<file path="config.mk">
export PLATFORM = sky130hd
export DESIGN_NAME = rc4_stream_cipher
export DESIGN_NICKNAME = d
export VERILOG_FILES = /design/src/sv/rc4_pkg.sv /design/src/sv/rc4_ram.sv /design/src/sv/rc4_ctrl.sv /design/src/sv/rc4_dp.sv /design/src/sv/rc4_stream_cipher.sv
export SDC_FILE = /design/constraint.sdc
export NUM_CORES = 2
export LEC_CHECK = 0
export BUFFER_PORTS_ARGS = -buffer_cell sky130_fd_sc_hd__buf_2
export CORE_MARGIN = 3
export CORE_UTILIZATION = 55
export DETAILED_ROUTE_END_ITERATION = 6
export GPL_ROUTABILITY_DRIVEN = 0
export PLACE_DENSITY_LB_ADDON = 0.1
export RECOVER_POWER = 100
export SETUP_SLACK_MARGIN = 0.5
export SYNTH_ARGS = -nofsm -noshare
export SYNTH_HDL_FRONTEND = slang
export SYNTH_HIERARCHICAL = 1
export SYNTH_SLANG_ARGS = --single-unit
</file>
<file path="constraint.sdc">
create_clock -name clk_i -period 16.2 [get_ports clk_i]
set_clock_uncertainty 0.1 [all_clocks]
set_input_delay 4.05 -clock clk_i [delete_from_list [all_inputs] [get_ports clk_i]]
set_output_delay 4.05 -clock clk_i [all_outputs]
set_load 0.005 [all_outputs]
</file>
<file path="src/sv/rc4_pkg.sv">
package rc4_pkg;

  localparam int unsigned BYTE_W        = 8;
  localparam int unsigned SBOX_DEPTH    = 256;
  localparam int unsigned SBOX_AW       = 8;
  localparam int unsigned MAX_KEY_BYTES = 256;
  localparam int unsigned KEY_AW        = (MAX_KEY_BYTES > 1) ? $clog2(MAX_KEY_BYTES) : 1;
  localparam int unsigned KEY_CW        = $clog2(MAX_KEY_BYTES + 1);

  typedef struct packed {
    logic              mode;
    logic [BYTE_W-1:0] item_byte;
    logic              key_last;
  } in_t;

  typedef struct packed {
    logic [BYTE_W-1:0] cipher_byte;
    logic              keyed;
  } out_t;

  typedef enum logic [3:0] {
    OP_NONE,
    OP_KEY_WR,
    OP_FILL,
    OP_SCH_RD_N,
    OP_SCH_RD_ACC,
    OP_SCH_WR_N,
    OP_SCH_WR_ACC,
    OP_GEN_RD_I,
    OP_GEN_RD_J,
    OP_GEN_WR_I,
    OP_GEN_WR_J,
    OP_GEN_RD_T,
    OP_OUT_KEYED,
    OP_OUT_RAW
  } dp_op_e;

  typedef struct packed {
    logic   load_item;
    dp_op_e op;
  } dp_cmd_t;

  typedef struct packed {
    logic mode;
    logic key_last;
    logic key_ready;
    logic n_wrap;
    logic out_free;
  } dp_sts_t;

endpackage

</file>
<file path="src/sv/rc4_ram.sv">
module rc4_ram #(
  parameter int unsigned WIDTH = 8,
  parameter int unsigned DEPTH = 256,
  localparam int unsigned AW   = (DEPTH > 1) ? $clog2(DEPTH) : 1
) (
  input  logic             clk_i,
  input  logic             en_i,
  input  logic             we_i,
  input  logic [AW-1:0]    addr_i,
  input  logic [WIDTH-1:0] wdata_i,
  output logic [WIDTH-1:0] rdata_o
);

  logic [WIDTH-1:0] mem_q [DEPTH];
  logic [WIDTH-1:0] rdata_q;

  // Read data is registered and holds until the next read, so a value can still be used after later writes.
  always_ff @(posedge clk_i) begin
    if (en_i) begin
      if (we_i) begin
        mem_q[addr_i] <= wdata_i;
      end else begin
        rdata_q <= mem_q[addr_i];
      end
    end
  end

  assign rdata_o = rdata_q;

endmodule

</file>
<file path="src/sv/rc4_ctrl.sv">
module rc4_ctrl (
  input  logic             clk_i,
  input  logic             rst_ni,
  input  logic             in_valid_i,
  output logic             in_stall_o,
  input  rc4_pkg::dp_sts_t sts_i,
  output rc4_pkg::dp_cmd_t cmd_o
);

  localparam logic [3:0] ST_IDLE = 4'd0;
  localparam logic [3:0] ST_DISP = 4'd1;
  localparam logic [3:0] ST_RAW  = 4'd2;
  localparam logic [3:0] ST_FILL = 4'd3;
  localparam logic [3:0] ST_S1   = 4'd4;
  localparam logic [3:0] ST_S2   = 4'd5;
  localparam logic [3:0] ST_S3   = 4'd6;
  localparam logic [3:0] ST_S4   = 4'd7;
  localparam logic [3:0] ST_G1   = 4'd8;
  localparam logic [3:0] ST_G2   = 4'd9;
  localparam logic [3:0] ST_G3   = 4'd10;
  localparam logic [3:0] ST_G4   = 4'd11;
  localparam logic [3:0] ST_G5   = 4'd12;
  localparam logic [3:0] ST_G6   = 4'd13;

  logic [3:0] state_q, state_d;

  assign in_stall_o = (state_q != ST_IDLE);

  always_comb begin
    state_d         = state_q;
    cmd_o.load_item = 1'b0;
    cmd_o.op        = rc4_pkg::OP_NONE;
    unique case (state_q)
      ST_IDLE: begin
        if (in_valid_i) begin
          cmd_o.load_item = 1'b1;
          state_d         = ST_DISP;
        end
      end
      ST_DISP: begin
        if (!sts_i.mode) begin
          cmd_o.op = rc4_pkg::OP_KEY_WR;
          state_d  = sts_i.key_last ? ST_FILL : ST_IDLE;
        end else begin
          state_d = sts_i.key_ready ? ST_G1 : ST_RAW;
        end
      end
      ST_RAW: begin
        if (sts_i.out_free) begin
          cmd_o.op = rc4_pkg::OP_OUT_RAW;
          state_d  = ST_IDLE;
        end
      end
      ST_FILL: begin
        cmd_o.op = rc4_pkg::OP_FILL;
        if (sts_i.n_wrap) begin
          state_d = ST_S1;
        end
      end
      ST_S1: begin
        cmd_o.op = rc4_pkg::OP_SCH_RD_N;
        state_d  = ST_S2;
      end
      ST_S2: begin
        cmd_o.op = rc4_pkg::OP_SCH_RD_ACC;
        state_d  = ST_S3;
      end
      ST_S3: begin
        cmd_o.op = rc4_pkg::OP_SCH_WR_N;
        state_d  = ST_S4;
      end
      ST_S4: begin
        cmd_o.op = rc4_pkg::OP_SCH_WR_ACC;
        state_d  = sts_i.n_wrap ? ST_IDLE : ST_S1;
      end
      ST_G1: begin
        cmd_o.op = rc4_pkg::OP_GEN_RD_I;
        state_d  = ST_G2;
      end
      ST_G2: begin
        cmd_o.op = rc4_pkg::OP_GEN_RD_J;
        state_d  = ST_G3;
      end
      ST_G3: begin
        cmd_o.op = rc4_pkg::OP_GEN_WR_I;
        state_d  = ST_G4;
      end
      ST_G4: begin
        cmd_o.op = rc4_pkg::OP_GEN_WR_J;
        state_d  = ST_G5;
      end
      ST_G5: begin
        cmd_o.op = rc4_pkg::OP_GEN_RD_T;
        state_d  = ST_G6;
      end
      ST_G6: begin
        if (sts_i.out_free) begin
          cmd_o.op = rc4_pkg::OP_OUT_KEYED;
          state_d  = ST_IDLE;
        end
      end
      default: begin
        state_d = ST_IDLE;
      end
    endcase
  end

  always_ff @(posedge clk_i or negedge rst_ni) begin
    if (!rst_ni) begin
      state_q <= ST_IDLE;
    end else begin
      state_q <= state_d;
    end
  end

  // A result is only written into the output register when that register can take it.
  assert property (@(posedge clk_i) disable iff (!rst_ni)
    (cmd_o.op == rc4_pkg::OP_OUT_KEYED || cmd_o.op == rc4_pkg::OP_OUT_RAW) |-> sts_i.out_free)
    else $error("output register loaded while occupied");

  // Dispatch is always entered straight from idle with a freshly captured item.
  assert property (@(posedge clk_i) disable iff (!rst_ni)
    (state_q == ST_DISP) |-> ($past(state_q) == ST_IDLE && $past(cmd_o.load_item)))
    else $error("dispatch without a captured item");

  // The last schedule step returns the controller to idle.
  assert property (@(posedge clk_i) disable iff (!rst_ni)
    (state_q == ST_S4 && sts_i.n_wrap) |=> (state_q == ST_IDLE))
    else $error("key schedule did not finish after the last step");

endmodule

</file>
<file path="src/sv/rc4_dp.sv">
module rc4_dp (
  input  logic             clk_i,
  input  logic             rst_ni,
  input  rc4_pkg::in_t     in_item_i,
  input  rc4_pkg::dp_cmd_t cmd_i,
  output rc4_pkg::dp_sts_t sts_o,
  output logic             out_valid_o,
  input  logic             out_stall_i,
  output rc4_pkg::out_t    out_item_o
);

  localparam int unsigned BW  = rc4_pkg::BYTE_W;
  localparam int unsigned SAW = rc4_pkg::SBOX_AW;
  localparam int unsigned KAW = rc4_pkg::KEY_AW;
  localparam int unsigned KCW = rc4_pkg::KEY_CW;

  rc4_pkg::in_t  item_q;
  rc4_pkg::out_t out_q, out_d;
  logic          out_valid_q, out_valid_d;

  logic [KCW-1:0] key_count_q, key_count_d;
  logic           key_open_q, key_open_d;
  logic           key_ready_q, key_ready_d;

  logic [SAW-1:0] n_q, n_d;
  logic [KAW-1:0] k_q, k_d;
  logic [BW-1:0]  acc_q, acc_d;
  logic [BW-1:0]  i_q, i_d;
  logic [BW-1:0]  j_q, j_d;
  logic [BW-1:0]  hold_a_q, hold_a_d;
  logic [BW-1:0]  hold_b_q, hold_b_d;

  logic           s_en, s_we;
  logic [SAW-1:0] s_addr;
  logic [BW-1:0]  s_wdata, s_rdata;
  logic           k_en, k_we;
  logic [KAW-1:0] k_addr;
  logic [BW-1:0]  k_wdata, k_rdata;

  logic [KCW-1:0] cnt_base;
  logic           out_free;

  assign cnt_base = key_open_q ? key_count_q : '0;
  assign out_free = !out_valid_q || !out_stall_i;

  always_comb begin
    key_count_d = key_count_q;
    key_open_d  = key_open_q;
    key_ready_d = key_ready_q;
    n_d         = n_q;
    k_d         = k_q;
    acc_d       = acc_q;
    i_d         = i_q;
    j_d         = j_q;
    hold_a_d    = hold_a_q;
    hold_b_d    = hold_b_q;
    out_d       = out_q;
    out_valid_d = out_valid_q && out_stall_i;
    s_en        = 1'b0;
    s_we        = 1'b0;
    s_addr      = n_q;
    s_wdata     = s_rdata;
    k_en        = 1'b0;
    k_we        = 1'b0;
    k_addr      = k_q;
    k_wdata     = item_q.item_byte;
    unique case (cmd_i.op)
      rc4_pkg::OP_NONE: begin
      end
      rc4_pkg::OP_KEY_WR: begin
        // A key byte while no key is open starts a new key; extra bytes are dropped.
        key_open_d  = !item_q.key_last;
        key_ready_d = item_q.key_last;
        key_count_d = cnt_base;
        if (cnt_base < KCW'(rc4_pkg::MAX_KEY_BYTES)) begin
          k_en        = 1'b1;
          k_we        = 1'b1;
          k_addr      = cnt_base[KAW-1:0];
          key_count_d = cnt_base + KCW'(1);
        end
        n_d   = '0;
        k_d   = '0;
        acc_d = '0;
      end
      rc4_pkg::OP_FILL: begin
        s_en    = 1'b1;
        s_we    = 1'b1;
        s_addr  = n_q;
        s_wdata = BW'(n_q);
        n_d     = n_q + SAW'(1);
      end
      rc4_pkg::OP_SCH_RD_N: begin
        s_en   = 1'b1;
        s_addr = n_q;
        k_en   = 1'b1;
        k_addr = k_q;
      end
      rc4_pkg::OP_SCH_RD_ACC: begin
        acc_d    = acc_q + s_rdata + k_rdata;
        hold_a_d = s_rdata;
        s_en     = 1'b1;
        s_addr   = SAW'(acc_d);
      end
      rc4_pkg::OP_SCH_WR_N: begin
        s_en    = 1'b1;
        s_we    = 1'b1;
        s_addr  = n_q;
        s_wdata = s_rdata;
      end
      rc4_pkg::OP_SCH_WR_ACC: begin
        s_en    = 1'b1;
        s_we    = 1'b1;
        s_addr  = SAW'(acc_q);
        s_wdata = hold_a_q;
        n_d     = n_q + SAW'(1);
        // The key index runs modulo the key length.
        if ((KCW'(k_q) + KCW'(1)) == key_count_q) begin
          k_d = '0;
        end else begin
          k_d = k_q + KAW'(1);
        end
        if (n_q == SAW'(rc4_pkg::SBOX_DEPTH - 1)) begin
          i_d = '0;
          j_d = '0;
        end
      end
      rc4_pkg::OP_GEN_RD_I: begin
        i_d    = i_q + BW'(1);
        s_en   = 1'b1;
        s_addr = SAW'(i_d);
      end
      rc4_pkg::OP_GEN_RD_J: begin
        j_d      = j_q + s_rdata;
        hold_a_d = s_rdata;
        s_en     = 1'b1;
        s_addr   = SAW'(j_d);
      end
      rc4_pkg::OP_GEN_WR_I: begin
        hold_b_d = s_rdata;
        s_en     = 1'b1;
        s_we     = 1'b1;
        s_addr   = SAW'(i_q);
        s_wdata  = s_rdata;
      end
      rc4_pkg::OP_GEN_WR_J: begin
        s_en    = 1'b1;
        s_we    = 1'b1;
        s_addr  = SAW'(j_q);
        s_wdata = hold_a_q;
      end
      rc4_pkg::OP_GEN_RD_T: begin
        s_en   = 1'b1;
        s_addr = SAW'(hold_a_q + hold_b_q);
      end
      rc4_pkg::OP_OUT_KEYED: begin
        out_d.cipher_byte = item_q.item_byte ^ s_rdata;
        out_d.keyed       = 1'b1;
        out_valid_d       = 1'b1;
      end
      rc4_pkg::OP_OUT_RAW: begin
        out_d.cipher_byte = item_q.item_byte;
        out_d.keyed       = 1'b0;
        out_valid_d       = 1'b1;
      end
      default: begin
      end
    endcase
  end

  always_ff @(posedge clk_i or negedge rst_ni) begin
    if (!rst_ni) begin
      out_valid_q <= 1'b0;
      key_count_q <= '0;
      key_open_q  <= 1'b0;
      key_ready_q <= 1'b0;
      i_q         <= '0;
      j_q         <= '0;
    end else begin
      out_valid_q <= out_valid_d;
      key_count_q <= key_count_d;
      key_open_q  <= key_open_d;
      key_ready_q <= key_ready_d;
      i_q         <= i_d;
      j_q         <= j_d;
    end
  end

  always_ff @(posedge clk_i) begin
    if (cmd_i.load_item) begin
      item_q <= in_item_i;
    end
    out_q    <= out_d;
    n_q      <= n_d;
    k_q      <= k_d;
    acc_q    <= acc_d;
    hold_a_q <= hold_a_d;
    hold_b_q <= hold_b_d;
  end

  rc4_ram #(
    .WIDTH(BW),
    .DEPTH(rc4_pkg::SBOX_DEPTH)
  ) u_sbox_ram (
    .clk_i  (clk_i),
    .en_i   (s_en),
    .we_i   (s_we),
    .addr_i (s_addr),
    .wdata_i(s_wdata),
    .rdata_o(s_rdata)
  );

  rc4_ram #(
    .WIDTH(BW),
    .DEPTH(rc4_pkg::MAX_KEY_BYTES)
  ) u_key_ram (
    .clk_i  (clk_i),
    .en_i   (k_en),
    .we_i   (k_we),
    .addr_i (k_addr),
    .wdata_i(k_wdata),
    .rdata_o(k_rdata)
  );

  assign sts_o.mode      = item_q.mode;
  assign sts_o.key_last  = item_q.key_last;
  assign sts_o.key_ready = key_ready_q;
  assign sts_o.n_wrap    = (n_q == SAW'(rc4_pkg::SBOX_DEPTH - 1));
  assign sts_o.out_free  = out_free;

  assign out_valid_o = out_valid_q;
  assign out_item_o  = out_q;

  // A key that is still being entered can never be marked ready at the same time.
  assert property (@(posedge clk_i) disable iff (!rst_ni)
    !(key_open_q && key_ready_q))
    else $error("key open and key ready together");

  // The key length saturates at the store depth.
  assert property (@(posedge clk_i) disable iff (!rst_ni)
    key_count_q <= KCW'(rc4_pkg::MAX_KEY_BYTES))
    else $error("key count beyond key store depth");

  // A finished key always has at least one stored byte to repeat.
  assert property (@(posedge clk_i) disable iff (!rst_ni)
    key_ready_q |-> (key_count_q != '0))
    else $error("key ready with empty key store");

endmodule

</file>
<file path="src/sv/rc4_stream_cipher.sv">
// One item is in work at a time; a new item is taken only when the controller is idle.
// A final key byte is followed by the S-box fill and the key schedule before the next item is taken.
// A keyed data byte runs the keystream steps; an unkeyed one passes unchanged; both can wait on a stalled output.
// The step sequences come from the single-port S-box memory with its registered read.
// Reset clears the controller, the indices i and j, key flags, key count and output valid;
// the S-box and key store are left as they are and need no clearing pass.
module rc4_stream_cipher (
  input  logic          clk_i,
  input  logic          rst_ni,
  input  logic          in_valid_i,
  output logic          in_stall_o,
  input  rc4_pkg::in_t  in_item_i,
  output logic          out_valid_o,
  input  logic          out_stall_i,
  output rc4_pkg::out_t out_item_o
);

  rc4_pkg::dp_cmd_t cmd;
  rc4_pkg::dp_sts_t sts;

  rc4_ctrl u_ctrl (
    .clk_i     (clk_i),
    .rst_ni    (rst_ni),
    .in_valid_i(in_valid_i),
    .in_stall_o(in_stall_o),
    .sts_i     (sts),
    .cmd_o     (cmd)
  );

  rc4_dp u_dp (
    .clk_i      (clk_i),
    .rst_ni     (rst_ni),
    .in_item_i  (in_item_i),
    .cmd_i      (cmd),
    .sts_o      (sts),
    .out_valid_o(out_valid_o),
    .out_stall_i(out_stall_i),
    .out_item_o (out_item_o)
  );

endmodule
</file>
==> summary.txt <==
Outcome
  • Outcome: finished with violations
  • Failing checks: capacitance limit, slew limit

Worst setup path
  • Slowest stage delay, CP: roughly 2000 ps
  • Critical Path End Type: flop
  • Crit Path Max Fanout: just over 40
  • Crit-path slowest cell: nor2b_1
  • WS Path Type: in -> reg
  • Critical path arrival: approximately 14000 ps
  • Critical path required time: about 17000 ps
  • Most used cell, CP: nand2_1
  • CP Cell Sequence: buf_2, nand2_1, a21oi_1, mux2_2, o22ai_1, clkbuf_1, nand2b_1, nor3_1, nand2_1, o21ai_0, nor2b_1, buf_4, nand2_1, nor2_1
  • Crit start category: input pin

GRT
  • Met1 GRT Util: 0.407
  • Vias in the first global route: ~80000
  • Largest net degree at the start of global routing: 221
  • GR Util met3: 0.0557
  • Top Usage Layer GRT: met1
  • Total global routing overflow: 0
  • Met2 usage: 0.390
  • GRT Overall Usage: 0.262
  • First-pass GRT wire length: roughly 580 mm
  • Initial antenna violation count: 9

Yosys
  • Distinct cells, synth: 71
  • Yosys reg bits: around 4200
  • Syn. warnings: 6
  • Asr flop ratio synth: 0.00761
  • Synthesized area per cell: roughly 21 µm²
  • Syn_nets: ~7800
  • Seq/Total Area, Yosys: 0.773
  • Dominant synthesized flop cell: edfxtp_1
  • EDFF count, synth: 4171
  • Mapped Area: between 0.15 and 0.2 mm²
  • Cell count after synthesis: about 7700

STA
  • Slew Limit Fails: between 4000 and 5000
  • Post-route clock period utilization: 0.809
  • Hold Slack: 441 ps
  • Slew @ Worst Pin: approximately 7600 ps
  • Final Hold Viols: 0
  • Fmax: between 70 and 80 MHz
  • # setup viols final: 0
  • Post-route setup slack: approximately 3100 ps
  • Post-Route Setup TNS: 0 ps
  • Max transition margin: -4.09
  • RSZ-0062 raised after global routing: no
  • Crit path time final: between 10000 and 15000 ps

Drt
  • DRT Pass-1 Iters: 6
  • Wirelength per Cell: ~33 µm
  • Antenna Nets Post-Route: 0
  • DR vias: 80300
  • Initial DRC count: 11000
  • DR DRC count: 0
  • Vias per inst: between 6 and 7
  • Total Wirelength: just under 400 mm

CTS
  • Worst-case clock buffer depth: 4
  • Worst skew pair latency: between 900 and 1000 ps
  • TritonCTS Buffers: ~420
  • Clk sink count: about 4200
  • # resized after CTS: 0
  • CTS tree: built
  • Clk root buf: clkbuf_16
  • Clock transition at path regs: roughly 60 ps
  • Post-CTS Setup Bufs: 0
  • CTS H-tree lvls: 5
  • Hold_buf cts: 0

Placed design
  • Placed Area: about 0.17 mm²
  • Port Buffer Count: 24
  • Hpwl dp: between 200 and 250 mm
  • Pre-CTS WS: between 4000 and 5000 ps

Final layout
  • Fraction of layout cells with a size suffix above 1: 0.219
  • Nets: ~7900
  • Final instance area: 0.181 mm²
  • Area Growth Syn to Fin: 10.7%
  • Fillcell total: 20300

Run
  • Max cap viols: slightly above 80

Floorplan
  • Starting density of the core: 0.553
  • Die Width: 550 µm
  • Core footprint: 0.295 mm²
  • Overall die height: 550 µm
  • IO Pins: 25
  • Die area: roughly 0.3 mm²
  • FP Rows: 199

Worst hold path
  • Hold/Removal Path Class: reg -> reg
## cell usage after synthesis (19+ instances only)
cell	number	area, µm²
xnor2_1	35	307
nor2_1	573	2150
o21ai_0	35	175
nor2b_1	24	150
ha_1	24	300
mux4_2	1024	23100
clkbuf_1	311	1170
buf_1	45	169
edfxtp_1	4171	125000
dfrtp_1	32	801
nand3_1	25	125
nand4_1	20	125
a22oi_1	514	3860
nand2b_1	23	144
o41ai_1	66	578
buf_2	90	450
buf_6	19	214
a21oi_1	293	1470
buf_4	24	180
nand2_1	143	537
## registers in the layout (all words and copies together), names as in the netlist, 8 cells and up
signal / cells
u_dp/k_q: 8
u_dp/k_wdata: 8
u_dp/key_count_q: 9
u_dp/u_key_ram/mem_q: 2048
u_dp/i_q: 8
u_dp/hold_b_q: 8
u_dp/hold_a_q: 8
u_dp/j_q: 8
u_dp/out_item_o: 9
u_dp/n_q: 8
u_dp/u_sbox_ram/mem_q: 2048
u_dp/u_key_ram/rdata_o: 8
u_dp/u_sbox_ram/rdata_o: 8
u_dp/acc_q: 8
## routing by layer
metal / vias up / part of all wire
li1: 32700 / -
met1: 43100 / 0.42
met2: 3974 / 0.46
met3: 573 / 0.10
met4: 2 / 0.023
met5: - / 0.000033
## cells in the final DEF, fill, tap and decap left out, types with 9 or more instances in the layout
cell	n
a21o_1	17
a21oi_1	288
a22oi_1	514
buf_12	18
buf_2	19
buf_4	84
bufinv_16	37
clkbuf_1	131
clkbuf_16	421
clkinv_1	112
clkinv_2	80
clkinvlp_4	15
dfrtp_1	32
edfxtp_1	4171
fa_1	10
ha_1	24
inv_1	14
inv_6	9
mux2_2	11
mux4_2	1024
nand2_1	137
nand2b_1	21
nand3_1	26
nand4_1	20
nor2_1	571
nor2b_1	21
nor3_1	17
nor3b_1	9
o21ai_0	31
o22ai_1	13
o31ai_1	12
o41ai_1	45
o41ai_2	21
xnor2_1	35
xor2_1	17
## critical path: cells and delay by family
family                 cells  cell delay (ps)
buffers and inverters      3             1550
AOI/OAI and AO/OA          3             1040
and+or+nand+nor            7             6530
muxes                      1              280
## path summary, 6_finish.rpt
kind	to	start	depth (start not counted)	slack (ps)
max reg2reg	u_dp/u_key_ram/mem_q[81][7]	u_dp/k_wdata[7]	3	5790
min	u_dp/key_ready_q	u_dp/key_ready_q	2	440
max	u_dp/u_key_ram/mem_q[89][7]	out_stall_i	14	3090
max in group asynchronous	u_dp/j_q[7]	rst_ni	1	11300
min in group asynchronous	u_dp/key_count_q[6]	rst_ni	1	3570
min reg2reg	u_dp/key_ready_q	u_dp/key_ready_q	2	440
## kinds of logic after synthesis
group | after synthesis | share of synthesized area
multiplexers | 1043 | 0.143
flip-flops | 4203 | 0.773
adder cells (fa/ha/maj) | 34 | 0.00307
AO/OA/AOI/OAI | 1005 | 0.0420
buffers and inverters | 503 | 0.0137
XOR/XNOR | 52 | 0.00279
AND/OR/NAND/NOR | 871 | 0.0225
## metrics by stage
| stage | cells | util |
|---|---|---|
| 2_1_floorplan | 7711 | - |
| 3_3_place_gp | 11300 | 0.569 |
| 3_5_place_dp | 11300 | 0.570 |
| 4_1_cts | 12100 | 0.614 |
| 5_1_grt | 12100 | 0.613 |
| 6_report | 12100 | 0.613 |
## layout make-up
type / count / area, µm² / area share
tap: 3919 / 4900 / 0.0272
antenna: 7 / 17.5 / 0.0000970
clock buffer: 488 / 10800 / 0.0598
sequential: 4203 / 126000 / 0.698
timing repair buffer: 188 / 1340 / 0.00743
clock inverter: 265 / 2320 / 0.0128
inverter: 14 / 52.6 / 0.000291
multi-input combinational: 3005 / 35100 / 0.194
Power is left out: the tool's default activity adds up to more than one toggle a clock period on the data nets, which glitch-free logic cannot reach.
